### config.mk
export PLATFORM = sky130hd
export DESIGN_NAME = rfid_ram
export DESIGN_NICKNAME = d
export VERILOG_FILES = /design/src/hdl/rfid_ram.sv
export SDC_FILE = /design/constraint.sdc
export NUM_CORES = 1
export LEC_CHECK = 0
export ABC_AREA = 1
export BUFFER_PORTS_ARGS = -buffer_cell sky130_fd_sc_hd__buf_2
export CORE_MARGIN = 2
export CORE_UTILIZATION = 60
export CTS_CLUSTER_DIAMETER = 50
export CTS_CLUSTER_SIZE = 14
export DETAILED_ROUTE_END_ITERATION = 16
export GPL_ROUTABILITY_DRIVEN = 0
export PLACE_DENSITY = 0.78
export SLEW_MARGIN = 20
export SYNTH_ARGS = -nofsm -noshare
export SYNTH_HDL_FRONTEND = slang
export SYNTH_SLANG_ARGS = --single-unit
### constraint.sdc
create_clock -name clk_i -period 1.2 [get_ports clk_i]
set_input_delay 0 -clock clk_i [delete_from_list [all_inputs] [get_ports clk_i]]
set_output_delay 0 -clock clk_i [all_outputs]
set_load 0.005 [all_outputs]
### src/hdl/rfid_ram.sv
// ----------------------------------------------------------------------------
// rfid_ram: generic simple dual-port RAM
// One write port and one read port with registered read data.
// ----------------------------------------------------------------------------
module rfid_ram #(
  parameter int unsigned WIDTH = 8,
  parameter int unsigned DEPTH = 16,
  localparam int unsigned AW = (DEPTH > 1) ? $clog2(DEPTH) : 1
) (
  input  logic             clk_i,
  input  logic             we_i,
  input  logic [AW-1:0]    waddr_i,
  input  logic [WIDTH-1:0] wdata_i,
  input  logic [AW-1:0]    raddr_i,
  output logic [WIDTH-1:0] rdata_o
);

  logic [WIDTH-1:0] mem [DEPTH];

  always_ff @(posedge clk_i) begin
    if (we_i) begin
      mem[waddr_i] <= wdata_i;
    end
    rdata_o <= mem[raddr_i];
  end

endmodule

==> metrics.yaml <==
power:
  clockPowerShare: 0.466
  power_frac_seq: 0.472
  power_switching_w: 0.00239
  p_per_area_mw_per_mm2: 1650
  power.internal_w: 0.00892
  switching_share: 0.211
  ir_drop_uv: 1010
  comb_power_share: 0.062
  power_leakage_nw: 3.02
logic_synthesis:
  ys_seq_area_frac: 0.694
  synth_top_area_frac: 0.667
  synth.distinct_cells: 12
  yosysTopAreaCell: "edfxtp_1"
  synth.net_count: 569
  netlist_instances: 551
  synth_area_mm2: 0.00577
  synth_seq_cells: 136
  yosys-top-cells-area: "edfxtp_1, nand2_1, nand3_1, inv_1, dfxtp_1"
  syn_area_per_cell_um2: 10.5
  synth-warning-count: 0
worst_hold_path:
  hold_depth: 7
  min_path_type: "in -> reg"
timing:
  max_slew_margin: 0.746
  fmax_mhz: 902
  rsz0062_at_grt: "false"
  worst_pin_slew_ps: 381
  setup_viol: 0
  fin_crit_ps: 1110
  hold_viol_final: 0
  slew_viol_final: 0
  setup_tns_ps: 0
  period_share: 0.923
  skew_ps: 8.62
global_route:
  antenna_found_initial: 0
  grt_overflow: 0
  top_usage_layer: "met2"
  grt.met1_usage: 0.339
  grt_pass1_wl_um: 20900
  globalRouteMet3Util: 0.0595
  use_met2: 0.476
  grt_usage: 0.279
  grt_max_degree: 33
  grt_pass1_vias: 4090
layout:
  final_design_area_no_fill_mm2: 0.00686
  utilization: 0.739
  layout-drive-gt1-share: 0.139
  final_nets: 629
  synthToLayoutAreaGrowth_pct: 19.0
  final.fill_count: 618
  antenna_cells: 0
floorplanning:
  fp.dieW_um: 102
  rows: 35
  core_region_area_mm2: 0.00928
  die_area_mm2: 0.0104
  ioPinCount: 26
  start_util: 0.621
  die_h_um: 102
route:
  ant_nets: 0
  via_count: 4008
  routedWlPerCell_um: 17.2
  viasPerCell: 5.32
  first_iter_violations: 331
  dr.pass1.iters: 5
  routed_wl_um: 12900
  drc: 0
place:
  post_dp_cell_area_mm2: 0.00617
  port_buffers: 25
  place_hpwl_um: 7890
clocking:
  cts_buffer_depth: 2
  clock_latency_ps: 520
  cts.sinks: 136
  cts_made_buffers: 17
  cts_tree: "yes"
  cts_root_buf: "clkbuf_8"
  h-tree-depth: 4
  ctsResizeCount: 0
  path_clk_slew_ps: 60
worst_setup_path:
  path_class: "reg -> reg"
  crit_fanout: 1
  crit_arrival_ps: 1520
  cp-start-kind: "flip-flop"
  reg2reg_depth: 6
  cp-end-kind: "flip-flop"
  cp.required_ps: 1610
status:
  outcome: "complete, no violations"
flow_run:
  cap_violations: 0
==> through the flow <==
stage          hold slack [ps]  setup slack (ps)  std cells  power (W)
2_1_floorplan             98.9               249        551    0.00581
3_3_place_gp               377               141        712    0.00607
3_5_place_dp               374               126        712    0.00610
4_1_cts                   51.6               110        753     0.0113
5_1_grt                   75.1              60.6        753     0.0117
6_report                  53.6              91.9        753     0.0113
==> layer usage <==
layer,wire [um],share of wire,vias up
li1,-,-,1893
met1,4920,0.38,1904
met2,6700,0.52,171
met3,853,0.066,40
met4,478,0.037,0
met5,0,0,-
==> placed cells by master, fill, tap and decap left out <==
cell type | synthesis | layout
dfxtp_1 | 8 | 8
clkinv_4 | 0 | 4
bufinv_16 | 0 | 4
nand2_1 | 173 | 173
buf_2 | 13 | 25
buf_12 | 0 | 4
nand3b_1 | 2 | 2
inv_1 | 100 | 100
inv_2 | 2 | 2
nor2_1 | 17 | 17
nand3_1 | 97 | 97
clkbuf_1 | 0 | 3
clkbuf_16 | 0 | 16
clkinvlp_4 | 0 | 1
clkbuf_8 | 0 | 1
dlygate4sd3_1 | 0 | 9
clkinv_2 | 0 | 3
buf_4 | 4 | 27
edfxtp_1 | 128 | 128
==> flip-flops by register name, indices dropped and copies added, names as in the netlist <==
name,count
mem,128
rdata_o,8
==> final timing paths <==
check,from,end,slack (ps)
max reg2reg,mem[7][6],rdata_o[6],90
max,mem[7][6],rdata_o[6],90
min reg2reg,mem[14][4],rdata_o[4],680
min,raddr_i[0],rdata_o[1],50
==> cell families after synthesis <==
kind of cell / share of synthesized area
and+or+nand+nor: 0.210
DFF: 0.694
buffers and inverters: 0.0952
==> critical path, stage by stage (launching register included) <==
cell,delay [ps]
edfxtp_1,400
inv_1,90
nand2_1,50
nand3_1,80
nand3_1,110
nand3_1,190
nand2_1,80
==> what timing repair did <==
item,CTS,global route
hold buffers,9,0
hold endpoints to repair,136,0
setup buffers,0,0
==> Yosys cell counts <==
library cell / number
buf_4: 4
buf_1: 1
buf_6: 6
nor2_1: 17
nand3b_1: 2
nand2_1: 173
dfxtp_1: 8
inv_1: 100
edfxtp_1: 128
inv_2: 2
buf_2: 13
nand3_1: 97
==> area by class of cell <==
cell class	instances	area (um^2)	area share
flip-flops and latches	136	4000	0.583
multi-input cells	289	1210	0.177
repair buffers	65	498	0.0726
clock buffers	20	425	0.0620
inverters	102	383	0.0558
clock inverters	12	178	0.0259
well taps	129	161	0.0235
==> power by group through the flow <==
stage	clock network, W	registers [W]	logic, W
2_1_floorplan	0	0.00544	0.000375
6_report	0.00527	0.00534	0.000697
5_1_grt	0.00553	0.00535	0.000774
4_1_cts	0.00531	0.00534	0.000692
3_3_place_gp	0	0.00544	0.000638
3_5_place_dp	0	0.00544	0.000656
Power figures use the tool's default switching activity.
