### config.mk
export PLATFORM = sky130hd
export DESIGN_NAME = rfid_div
export DESIGN_NICKNAME = d
export VERILOG_FILES = /design/src/hdl/rfid_pkg.sv /design/src/hdl/rfid_div.sv
export SDC_FILE = /design/constraint.sdc
export NUM_CORES = 1
export LEC_CHECK = 0
export BUFFER_PORTS_ARGS = -buffer_cell sky130_fd_sc_hd__buf_2
export CORE_ASPECT_RATIO = 0.5
export CORE_MARGIN = 2
export CORE_UTILIZATION = 55
export DETAILED_ROUTE_END_ITERATION = 8
export PLACE_DENSITY = 0.78
export REMOVE_ABC_BUFFERS = 1
export SLEW_MARGIN = 10
export SYNTH_ARGS = -nofsm -noshare
export SYNTH_HDL_FRONTEND = slang
export SYNTH_SLANG_ARGS = --single-unit
### constraint.sdc
create_clock -name clk_i -period 5.6 [get_ports clk_i]
set_input_delay 0.56 -clock clk_i [delete_from_list [all_inputs] [get_ports clk_i]]
set_output_delay 0.56 -clock clk_i [all_outputs]
set_load 0.02 [all_outputs]
### src/hdl/rfid_pkg.sv
// ----------------------------------------------------------------------------
// rfid_pkg: shared types of the random free id allocator
// Command codes, sequencer states, field widths and the divider result.
// ----------------------------------------------------------------------------
package rfid_pkg;

  localparam int unsigned ID_W    = 16;
  localparam int unsigned RND_W   = 23;
  localparam int unsigned AVAIL_W = 16;
  localparam int unsigned DIVD_W  = 23;
  localparam int unsigned DIVS_W  = 16;
  localparam int unsigned STEP_W  = 5;

  typedef enum logic [1:0] {
    CMD_ALLOC   = 2'd0,
    CMD_QUERY   = 2'd1,
    CMD_RESERVE = 2'd2,
    CMD_FREE    = 2'd3
  } cmd_e;

  typedef enum logic [3:0] {
    ST_INIT,
    ST_IDLE,
    ST_DIV,
    ST_WALK,
    ST_ROWRD,
    ST_ROWLD,
    ST_SCAN,
    ST_APPLY,
    ST_MARK,
    ST_FIN
  } state_e;

  typedef struct packed {
    logic              done;
    logic [DIVS_W-1:0] rem;
  } div_res_t;

endpackage

### src/hdl/rfid_div.sv
// ----------------------------------------------------------------------------
// rfid_div: iterative restoring divider
// One quotient bit per cycle; result is flagged by a one-cycle done pulse.
// ----------------------------------------------------------------------------
module rfid_div (
  input  logic                      clk_i,
  input  logic                      rst_ni,
  input  logic                      start_i,
  input  logic [rfid_pkg::DIVD_W-1:0] dividend_i,
  input  logic [rfid_pkg::DIVS_W-1:0] divisor_i,
  output rfid_pkg::div_res_t        res_o
);
  import rfid_pkg::*;

  logic              busy_q;
  logic              done_q;
  logic [STEP_W-1:0] step_q;
  logic [DIVS_W-1:0] div_q;
  logic [DIVS_W-1:0] rem_q;
  logic [DIVD_W-1:0] quo_q;
  logic [DIVS_W:0]   trial;
  logic              fits;

  assign trial = {rem_q, quo_q[DIVD_W-1]};
  assign fits  = trial >= {1'b0, div_q};

  always_ff @(posedge clk_i or negedge rst_ni) begin
    if (!rst_ni) begin
      busy_q <= 1'b0;
      done_q <= 1'b0;
      step_q <= '0;
    end else begin
      done_q <= 1'b0;
      if (start_i) begin
        busy_q <= 1'b1;
        step_q <= '0;
      end else if (busy_q) begin
        if (step_q == STEP_W'(DIVD_W - 1)) begin
          busy_q <= 1'b0;
          done_q <= 1'b1;
        end
        step_q <= step_q + STEP_W'(1);
      end
    end
  end

  always_ff @(posedge clk_i) begin
    if (start_i) begin
      div_q <= divisor_i;
      rem_q <= '0;
      quo_q <= dividend_i;
    end else if (busy_q) begin
      rem_q <= fits ? DIVS_W'(trial - {1'b0, div_q}) : trial[DIVS_W-1:0];
      quo_q <= {quo_q[DIVD_W-2:0], fits};
    end
  end

  assign res_o.done = done_q;
  assign res_o.rem  = rem_q;

endmodule

==> impl_metrics.yaml <==
run_status:
  run_status: "finished, final reports clean"
detailed_routing:
  drtIter0Drc: 151
  vias: 2696
  drc: 0
  avgRoutedWirePerCell_microns: 14.6
  first_pass_iters: 5
  viasPerCell: 5.58
  wl_met1_microns: 3180
  wl_met3_microns: 513
  antenna_left: 0
  route.met2.wl_microns: 3250
  finalWirelength_microns: 7060
  top_layer: "met4"
sta:
  slew_viol_final: 0
  skew_ps: 5.05
  fin_crit_sh: 0.542
  finalSetupTns_ps: 0
  setup_violations: 0
  max_slew.worst_pin.slew_ps: 728
  hold_violations: 0
  min_period_ps: 3040
  rsz0062_at_grt: "false"
  slew_headroom: 0.515
  fmax_mhz: 329
pwr:
  power.density_mw_per_mm2: 302
  seqPwrFrac: 0.422
  power_switching_share: 0.229
  ir_worst_vdd_uv: 243
  internal-power_uw: 972
  p_switching_uw: 289
  pwr-share-comb: 0.102
  pwr-share-clk: 0.476
  power_leakage_nw: 1.80
  p_total_mw: 1.26
global_route:
  grt_first_pass_wirelength_microns: 11600
  grt_usage: 0.220
  first_global_vias: 2655
  antenna_found_initial: 0
  grt_max_degree: 45
  globalRoute.totalOverflow: 0
critical_path:
  crit_type: "reg -> reg"
  critical_path.top_delay_family: "simple AND/OR/NAND/NOR gates"
  cp_max_fo: 24
  critPathMaxStageDelay_ps: 610
  end_kind: "register"
  cp.required_ps: 5850
  cp_cell_sequence: "inv_1 > ha_1 > nand4_1 > or4_1 > and4_4 > a31oi_4 > mux2_2 > a211oi_1"
  setup.worst_path.start_class: "register"
  crit_buf_inv: 1
  worstPathArrival_ps: 3290
  cpMaxStageDelayCell: "a31oi_4"
finish:
  fillCellCount: 487
  diodes: 0
  post-route-util: 0.681
  final_nets: 451
  areaGrowthSynthToFinish_pct: 18.3
  drive_above_1_share: 0.261
synthesis:
  ys.warnings.count: 0
  synthAdderAreaFrac: 0.0695
  post_synth_num_cell_types: 55
  synth_compound_area_frac: 0.145
  synth_edf_count: 39
  synth_xor_area_frac: 0.0298
  yosysSeqAreaShare: 0.473
  yosys.area_share.simple: 0.140
  syn_area_sq_mm: 0.00353
  synth_mux_area_frac: 0.0905
  ys_ff_latch: 62
  ys.flop_type: "edfxtp_1"
  async_flop_share: 0.113
  synth_top_family_by_area: "compound AO/OA/AOI/OAI gates"
  netlist_instances: 338
  synth.avg_cell_area_sq_um: 10.4
floorplan:
  die_area_sq_mm: 0.00711
  row_count: 20
  die_w_microns: 117
  core_sq_mm: 0.00613
  die-height_microns: 60.6
  boundaryPins: 59
  start_util: 0.575
clocking:
  cts_buffers: 9
  cts_resized: 0
  clockBufferDepth: 2
  clk_pin_slew_worst_paths_ps: 60
  holdBufCountCts: 0
  htree_num_levels: 3
  post-cts-setup-buffers: 0
  clockRootBuffer: "clkbuf_16"
  cts_tree: "done"
  clock_sinks: 62
  clk_latency_ps: 340
flow_run:
  maxCapViolCount: 0
place:
  portBuffers: 58
  gp_congestion: 0.929
  post-dp-hpwl_microns: 4960
min_path:
  hold_class: "in -> async"
-- cell families (layout without fill, tap and decap cells) --
family | count (synthesis) | in the layout
and+or+nand+nor | 99 | 99
buffers and inverters | 44 | 101
adders and majority gates | 19 | 19
muxes | 29 | 29
AOI/OAI and AO/OA | 73 | 73
DFF | 62 | 62
xor gates and xnor gates | 12 | 12
-- cell type report --
| type | count | area, sq um | area share |
|---|---|---|---|
| multi-input cells | 232 | 1670 | 0.401 |
| flip-flops and latches | 62 | 1670 | 0.399 |
| repair buffers | 60 | 305 | 0.0731 |
| clock buffers | 9 | 225 | 0.0540 |
| well taps | 88 | 110 | 0.0264 |
| clock inverters | 7 | 98.8 | 0.0237 |
| inverters | 25 | 93.8 | 0.0225 |
-- registers in the layout (all words and copies together), names as in the netlist --
name / cells
quo_q: 23
done_q: 1
busy_q: 1
step_q: 5
rem_q: 16
div_q: 16
-- power groups by stage --
stage	Sequential, mW	Clock, mW	Combinational (mW)
2_1_floorplan	0.539	0	0.0847
3_3_place_gp	0.539	0	0.123
3_5_place_dp	0.540	0	0.128
4_1_cts	0.532	0.607	0.129
5_1_grt	0.535	0.632	0.145
6_report	0.532	0.601	0.129
-- worst register-to-register path, cell delays in order, from the launching register on --
cell and delay (ps):
edfxtp_1 330, inv_1 50, ha_1 420, nand4_1 180, or4_1 550, and4_4 180
a31oi_4 610, mux2_2 420, a211oi_1 220
-- cells in the final DEF, fill, tap and decap left out, types with 4 or more instances in the layout --
cell type and instances:
a211oi_1 9, a21oi_1 17, a311oi_1 5, buf_2 58, clkbuf_16 9, dfrtp_1 7
dfxtp_1 16, edfxtp_1 39, ha_1 18, inv_1 25, mux2_2 23, mux2i_1 6
nand2_1 21, nand2b_1 13, nand3_1 8, nand4_1 7, nor2_1 30, nor3_1 4
o21ai_0 10, xnor2_1 8, xor2_1 4
-- synth_stat cells, types with 7 or more instances --
library cell,n,area share
a211oi_1,9,0.019
a21oi_1,17,0.024
clkbuf_1,7,0.0075
dfrtp_1,7,0.050
dfxtp_1,16,0.091
edfxtp_1,39,0.33
ha_1,18,0.064
inv_1,25,0.027
mux2_2,23,0.073
nand2_1,21,0.022
nand2b_1,13,0.023
nand3_1,8,0.011
nand4_1,7,0.012
nor2_1,30,0.032
o21ai_0,10,0.014
xnor2_1,8,0.020
-- final timing paths --
kind                         startpoint        end  slack (ps)  cells after the start
setup / recovery               div_q[9]   rem_q[0]        2560                      8
hold / removal                   rst_ni  step_q[4]          50                      1
setup reg to reg               div_q[9]   rem_q[0]        2560                      8
hold reg to reg               step_q[3]     done_q         510                      1
max in group asynchronous        rst_ni     busy_q        5410                      1
min in group clk_i         divisor_i[5]   div_q[5]         400                      1
-- metrics by stage --
step                std cells  hold slack, ps  instance area, sq um  setup slack (ps)
detailed placement        467             399                  3850              2590
CTS                       483            41.6                  4170              2560
global route              483            43.8                  4170              2330
floorplan                 319             264                  3430              2870
global placement          467             399                  3850              2660
finish                    483            45.1                  4170              2560
-- layer usage --
metal | vias to the layer above | track usage
met5 | - | 0
li1 | 1342 | -
met2 | 82 | 0.359
met3 | 12 | 0.109
met1 | 1260 | 0.263
met4 | 0 | 0.0672
Note: power is estimated with default switching activity, not from simulation.
